==> config.mk <==
export PLATFORM = sky130hd
export DESIGN_NAME = ptb_ram
export DESIGN_NICKNAME = d
export VERILOG_FILES = /design/src/sv/ptb_ram.sv
export SDC_FILE = /design/constraint.sdc
export NUM_CORES = 1
export LEC_CHECK = 0
export ABC_AREA = 1
export ABC_CLOCK_PERIOD_IN_PS = 2500
export BUFFER_PORTS_ARGS = -buffer_cell sky130_fd_sc_hd__buf_2
export CORE_MARGIN = 4
export CORE_UTILIZATION = 60
export DETAILED_ROUTE_END_ITERATION = 10
export HOLD_SLACK_MARGIN = 0.03
export PLACE_DENSITY_LB_ADDON = 0.12
export SLEW_MARGIN = 20
export SYNTH_ARGS = -nofsm -noshare
export SYNTH_HDL_FRONTEND = slang
export SYNTH_SLANG_ARGS = --single-unit
==> constraint.sdc <==
create_clock -name clk -period 2.5 [get_ports clk]
set_clock_uncertainty 0.15 [all_clocks]
set_input_delay 0.5 -clock clk [delete_from_list [all_inputs] [get_ports clk]]
set_output_delay 0.5 -clock clk [all_outputs]
set_load 0.02 [all_outputs]
==> src/sv/ptb_ram.sv <==
// ----------------------------------------------------------------------------
// ptb_ram: simple dual-port memory
// One write port and one read port, read data registered.
// ----------------------------------------------------------------------------
`default_nettype none

module ptb_ram #(
	parameter int unsigned WIDTH = 8,
	parameter int unsigned DEPTH = 16
) (
	input  wire logic                     clk,
	input  wire logic                     we,
	input  wire logic [$clog2(DEPTH)-1:0] waddr,
	input  wire logic [WIDTH-1:0]         wdata,
	input  wire logic [$clog2(DEPTH)-1:0] raddr,
	output logic      [WIDTH-1:0]         rdata
);

	logic [WIDTH-1:0] mem [DEPTH];

	always_ff @(posedge clk) begin
		if (we) begin
			mem[waddr] <= wdata;
		end
		rdata <= mem[raddr];
	end

endmodule

`default_nettype wire

# Word level (Yosys, flattened, before mapping)
# Memories as Yosys holds them, arrays and structs flattened. A register that Yosys moved wholly into a read port is not among the register bits.
# Cells that the tools add are included.
# word_totals
word_cells,3
in_bits,18
mem_count,1
ram_bits,128
ff_bits,0
out_inout_bits,8
# classes
mux,2
# mem_list
memory,depth,width,rd,rd_clocked_by_memory_dff,wr,line_no,source
mem,16,8,1,1,1,19,logic [WIDTH-1:0] mem [DEPTH];
# ops
cell,n
$mux W1,2

# Logic depth before layout (Yosys ltp)
# Gate-level depths: netlist of the first run.
# depth
word_depth,2
depth_mapped,8
mapped_depth_nobuf,7

# Worst setup path after synthesis of the first run
# Ideal clock, no wire load.
# synth_path
kind,input -> register
start,input waddr[2]
end,"memory mem[10][0], enable pin"
required_ns,1.980
arrival_time_ns,1.081
n_path_buf,0
cell_stages,2
setup_slack_ns,0.899
path_cell_list,nand3b_1 nor2_1
# synth_lines
element,line_no,source
start: declaration,13,"input wire logic [$clog2(DEPTH)-1:0] waddr,"
end: declaration,19,
# No word-level cell before the write port.

# Worst setup path after layout of the first run
# layout_path
start,register rdata[2] (read register of mem)
end,output rdata[2]
# layout_lines
element,line_no,source
start: declaration,16,output logic [WIDTH-1:0] rdata
# No word-level cell between the ends.

==> results.json, run 1 <==
{
  "drv_slew": 0,
  "min_period_ns": 1.68,
  "cp_slowest_cell": "dfxtp_1",
  "die_area_um2": 11200,
  "path_class": "flop to output pin",
  "start_kind": "flop",
  "crit_family": "flip-flops",
  "syn_nets": 569,
  "setup_violations": 0,
  "core_um2": 9280,
  "hp-class": "input pin to flop",
  "fin_crit_sh_pct": 67.1,
  "cts_tree": "yes",
  "cp_max_fo": 1,
  "cts_setup_buffers": 0,
  "die_y_um": 106,
  "hpwlAfterDp_um": 7650,
  "critPathCaptureType": "output pin",
  "drive_gt1_share_pct": 11.2,
  "layout_commonest_cell": "nand2_1",
  "gp_congestion": 0.864,
  "critPathArrivalTime_ns": 1.03,
  "syn2layout_area_growth_pct": 13.3,
  "hold_viol": 0,
  "overflow": 0,
  "via_count": 3790,
  "grt_max_degree": 39,
  "ant_nets": 0,
  "total_power_mw": 5.16,
  "yosys-top-cells-area": "edfxtp_1 67%, nand2_1 11%, nand3_1 8.4%",
  "slowest_delay_ns": 0.34,
  "ir_worst_vdd_uv": 521,
  "cellPowerDensity_nw_per_um2": 790,
  "grt_pass1_wl_um": 19900,
  "grt_usage_pct": 23.9,
  "wl_per_cell_um": 17.1,
  "fmax_mhz": 596,
  "row_count": 35,
  "status": "finished clean",
  "boundaryPins": 26,
  "max_slew_margin_pct": 52.0,
  "postCtsHoldBufs": 0,
  "p_leak_nw": 2.85,
  "drtIter0Drc": 290,
  "final_nets": 603,
  "clk_pin_slew_ns": 0.06,
  "postSynthAreaPerCell_um2": 10.5,
  "synthesis.area_um2": 5770,
  "drc": 0,
  "synth_cell_types": 12,
  "grt_pass1_vias": 3795,
  "synthCells": 551,
  "worstPathRequired_ns": 1.85,
  "io_buffers": 25,
  "clock-sinks": 136,
  "path_cells": "buf_2",
  "clockBufferDepth": 2,
  "finalSetupTns_ns": 0,
  "die_w_um": 106,
  "ctsResizeCount": 0,
  "grt_antenna_before_repair": 0,
  "worstSkewPairLatency_ns": 0.51,
  "postRouteWirelength_um": 12400,
  "dr.pass1.iters": 5,
  "initial_utilization_pct": 62.1,
  "synth.top_cell.area_share_pct": 66.7,
  "yosysWarnings": 0,
  "worst_pin_slew_ns": 0.717,
  "yosys.area.top_type": "edfxtp_1",
  "htree_levels": 4,
  "rsz0062_at_grt": "false",
  "synth_seq_area_share_pct": 69.4,
  "antenna_cells": 0,
  "final_cell_mix": "173 x nand2_1, 128 x edfxtp_1, 100 x inv_1",
  "drv_cap": 0,
  "synth_seq_cells": 136,
  "cts_root_buf": "clkbuf_8",
  "via_per_inst": 5.21,
  "cts_buffers": 17,
  "critPathBufInv": 1
}
## worst paths after layout
check | start | endpoint | slack, ns | cells after the start
max | rdata[2]$_DFF_P_ | rdata[2] | 0.82 | 1
min | raddr[3] | rdata[2]$_DFF_P_ | 0.21 | 3
max reg2reg | mem[0][2]$_DFFE_PP_ | rdata[2]$_DFF_P_ | 1.27 | 6
min reg2reg | mem[11][3]$_DFFE_PP_ | rdata[3]$_DFF_P_ | 0.51 | 6
## synthesized netlist by cell type, drive strengths merged
cell type,instances
edfxtp,128
nand3,97
nand2,173
nand3b,2
buf,24
nor2,17
dfxtp,8
inv,102
## flip-flops by register name, indices dropped and copies added, names as in the netlist
| signal | count |
|---|---|
| mem | 128 |
| rdata | 8 |
## power breakdown
group	switching [mW]	total [mW]	internal (mW)	leakage, nW
clock	0.873	2.28	1.41	0.260
sequential	0.0139	2.56	2.55	1.22
combinational	0.230	0.316	0.0863	1.36
total	1.12	5.16	4.04	2.85
## cell families after synthesis
group / Yosys count / synth area share (%)
buffers and inverters: 126 / 9.52
flip-flops: 136 / 69.4
AND/OR/NAND/NOR: 289 / 21.0
## per-stage QoR
step / hold WS, ns / instances / worst slack (ns) / instance area [um2] / utilization [%]
after CTS: 0.198 / 727 / 0.815 / 6530 / 70.4
after global routing: 0.210 / 727 / 0.784 / 6530 / 70.4
final: 0.214 / 727 / 0.822 / 6530 / 70.4
after global placement: 0.494 / 695 / 0.622 / 5990 / 64.5
after detailed placement: 0.510 / 695 / 0.572 / 5990 / 64.5
after floorplan: 0.449 / 551 / 0.899 / 5770 / -
## area by class of cell
cell class / count / area, um2
clock buffers: 22 / 433
fillers: 696 / 2750
flip-flops and latches: 136 / 4000
multi-input cells: 289 / 1210
well taps: 129 / 161
inverters: 102 / 383
clock inverters: 10 / 108
repair buffers: 39 / 230
## routing by layer
metal  up-vias  GRT usage (%)  part of all wire (%)
met2       151           39.1                    50
met5         -              0                     0
li1       1843              -                     -
met3        21           4.80                   6.3
met4         0           9.34                   2.1
met1      1775           31.6                    42
(Power assumes the default switching activity.)
==> inputs of run 2 (changes only) <==
ABC_AREA = 0   (was 1)
ABC_CLOCK_PERIOD_IN_PS = 1600   (was 2500)
clock period = 1.6 ns   (was 2.5 ns; I/O delays follow)
==> run 2 against run 1 <==
Compared with the run above: sequential share of layout area is 2.0 points higher; die area is 9.9% lower; sequential cell count stayed put; combinational power is 37% higher; power is 63% higher; register-to-register slack worse by 1.2 ns; synthesized cell count is 58% lower; worst setup slack worse by 0.74 ns; clock-buffer cell count is 4 lower.
==> results.json, run 2 <==
{
  "status": "finished clean",
  "synthesis.area_um2": 5150,
  "cts_tree": "yes",
  "core_um2": 8300,
  "antenna_cells": 0,
  "internal_power_mw": 6.72,
  "dr.pass1.iters": 5,
  "synth_edf_count": 128,
  "syn_nets": 247,
  "wl_met1_um": 4320,
  "synth_xor_area_share_pct": 0,
  "power.switching_mw": 1.72,
  "critPathBufInv": 1,
  "yosys.area.top_type": "edfxtp_1",
  "placed_area_um2": 5670,
  "grt_antenna_before_repair": 0,
  "hold_viol": 0,
  "max_slew_margin_pct": 46.7,
  "final_nets": 314,
  "boundaryPins": 26,
  "hold_slack_ns": 0.0483,
  "clkPwrFrac_pct": 47.3,
  "rsz0062_at_grt": "false",
  "row_count": 33,
  "drv_cap": 0,
  "path_class": "flop to output pin",
  "p_comb_share_pct": 5.1,
  "largestRegisters": "mem x128, rdata x8",
  "cts_root_buf": "clkbuf_8",
  "cts_buffers": 17,
  "worstSkewPairLatency_ns": 0.52,
  "postRouteWirelength_um": 10700,
  "slowest_delay_ns": 0.35,
  "largest_reg_flops": 128,
  "via_per_inst": 6.19,
  "wl_met2_um": 5210,
  "via_count": 2561,
  "clock-sinks": 136,
  "final_cell_mix": "128 x edfxtp_1, 25 x buf_2, 22 x buf_4",
  "grt_max_degree": 22,
  "syn2layout_area_growth_pct": 22.9,
  "ir_worst_vdd_uv": 1040,
  "cp_slowest_cell": "dfxtp_1",
  "path_cells": "buf_2",
  "synth.most_common_cell": "edfxtp_1",
  "synthMuxAreaShare_pct": 15.0,
  "p_leak_nw": 2.19,
  "wl_per_cell_um": 25.7,
  "highest_layer": "met4",
  "critPathCaptureType": "output pin",
  "synthAdderAreaFrac_pct": 0,
  "worstPathRequired_ns": 1.13,
  "netlist_top_cells_count": "128 x edfxtp_1, 18 x mux4_2, 16 x a22oi_1",
  "dp_slack_ns": -0.368,
  "synth_compound_area_share_pct": 2.33,
  "fin_crit_sh_pct": 95.0,
  "synth_top_family_by_area": "multiplexers",
  "drv_slew": 0,
  "crit_family": "flip-flops",
  "grt_pass1_vias": 2670,
  "synth_simple_gate_area_share_pct": 3.18,
  "yosys-top-cells-area": "edfxtp_1 75%, mux4_2 7.9%, mux4_1 7.1%",
  "overflow": 0,
  "yosysWarnings": 0,
  "design_area_um2": 6330,
  "min_period_ns": 1.52,
  "setup_violations": 0,
  "htree_levels": 4,
  "postSynthAreaPerCell_um2": 22.5,
  "die_w_um": 101,
  "post-route-util_pct": 76.2,
  "synthCells": 229,
  "grt_usage_pct": 23.6,
  "clk_pin_slew_ns": 0.06,
  "hp-class": "input pin to flop",
  "drc": 0,
  "swShare_pct": 20.4,
  "die_area_um2": 10100,
  "synth-async-reset-ratio_pct": 0,
  "hpwlAfterDp_um": 6620,
  "synth_cell_types": 19,
  "ys.flop_type": "edfxtp_1",
  "synth.top_cell.area_share_pct": 74.7,
  "synth_seq_cells": 136,
  "wl_met3_um": 1000,
  "ant_nets": 0,
  "io_buffers": 25,
  "die_y_um": 101,
  "grt_pass1_wl_um": 16400,
  "critPathArrivalTime_ns": 1.05,
  "drive_gt1_share_pct": 36.2,
  "cp_max_fo": 1,
  "gp_congestion": 0.782,
  "cts_setup_buffers": 0,
  "synth_seq_area_share_pct": 77.8,
  "start_kind": "flop",
  "drtIter0Drc": 216,
  "largest_register": "mem",
  "fmax_mhz": 658,
  "clockBufferDepth": 2,
  "p_seq_share_pct": 47.5,
  "worst_pin_slew_ns": 0.797,
  "initial_utilization_pct": 62.0,
  "cellPowerDensity_nw_per_um2": 1330,
  "layout_commonest_cell": "edfxtp_1",
  "setup_ws_ns": 0.0794
}
==> run 2: per-stage QoR <==
stage | instances | setup TNS, ns | power, mW
after floorplan | 229 | -0.0236 | 4.31
after global placement | 379 | -3.94 | 4.50
after detailed placement | 379 | -4.52 | 4.51
after CTS | 414 | 0 | 8.49
after global routing | 414 | 0 | 8.70
final | 414 | 0 | 8.44
==> run 2: area by class of cell <==
class                   instances  area [um2]
fillers                       433        1970
clock buffers                  18         418
flip-flops and latches        136        4000
well taps                     105         131
multi-input cells              83        1090
repair buffers                 58         480
clock inverters                14         200
==> run 2: per-layer routing <==
metal,track usage [%],vias up
met1,34.6,1303
li1,-,1112
met2,35.6,132
met3,5.81,14
met5,0,-
met4,7.25,0
==> run 2: cell families (layout without fill, tap and decap cells) <==
group	count (synthesis)	count (layout)
DFF	136	136
and+or+nand+nor	35	35
muxes	32	32
AOI/OAI and AO/OA	16	16
buffers and inverters	10	90
==> run 2: path summary, 6_finish.rpt <==
kind	depth (start not counted)	end	slack (ns)	startpoint
max	1	rdata[7]	0.08	rdata[7]$_DFF_P_
min	1	mem[7][3]$_DFFE_PP_	0.05	wdata[3]
max reg2reg	3	rdata[0]$_DFF_P_	0.09	mem[2][0]$_DFFE_PP_
min reg2reg	3	rdata[5]$_DFF_P_	0.54	mem[8][5]$_DFFE_PP_
==> run 2: power by group through the flow <==
stage | registers, mW | clock network [mW] | logic, mW
4_1_cts | 4.01 | 4.04 | 0.437
5_1_grt | 4.01 | 4.22 | 0.469
2_1_floorplan | 4.10 | 0 | 0.209
3_5_place_dp | 4.08 | 0 | 0.426
6_report | 4.01 | 3.99 | 0.434
3_3_place_gp | 4.08 | 0 | 0.418
==> run 2: what timing repair did <==
action	CTS	global route
gates resized for setup	0	1
endpoints found under the hold margin	48	0
setup endpoints to repair	0	1
hold buffers	3	0
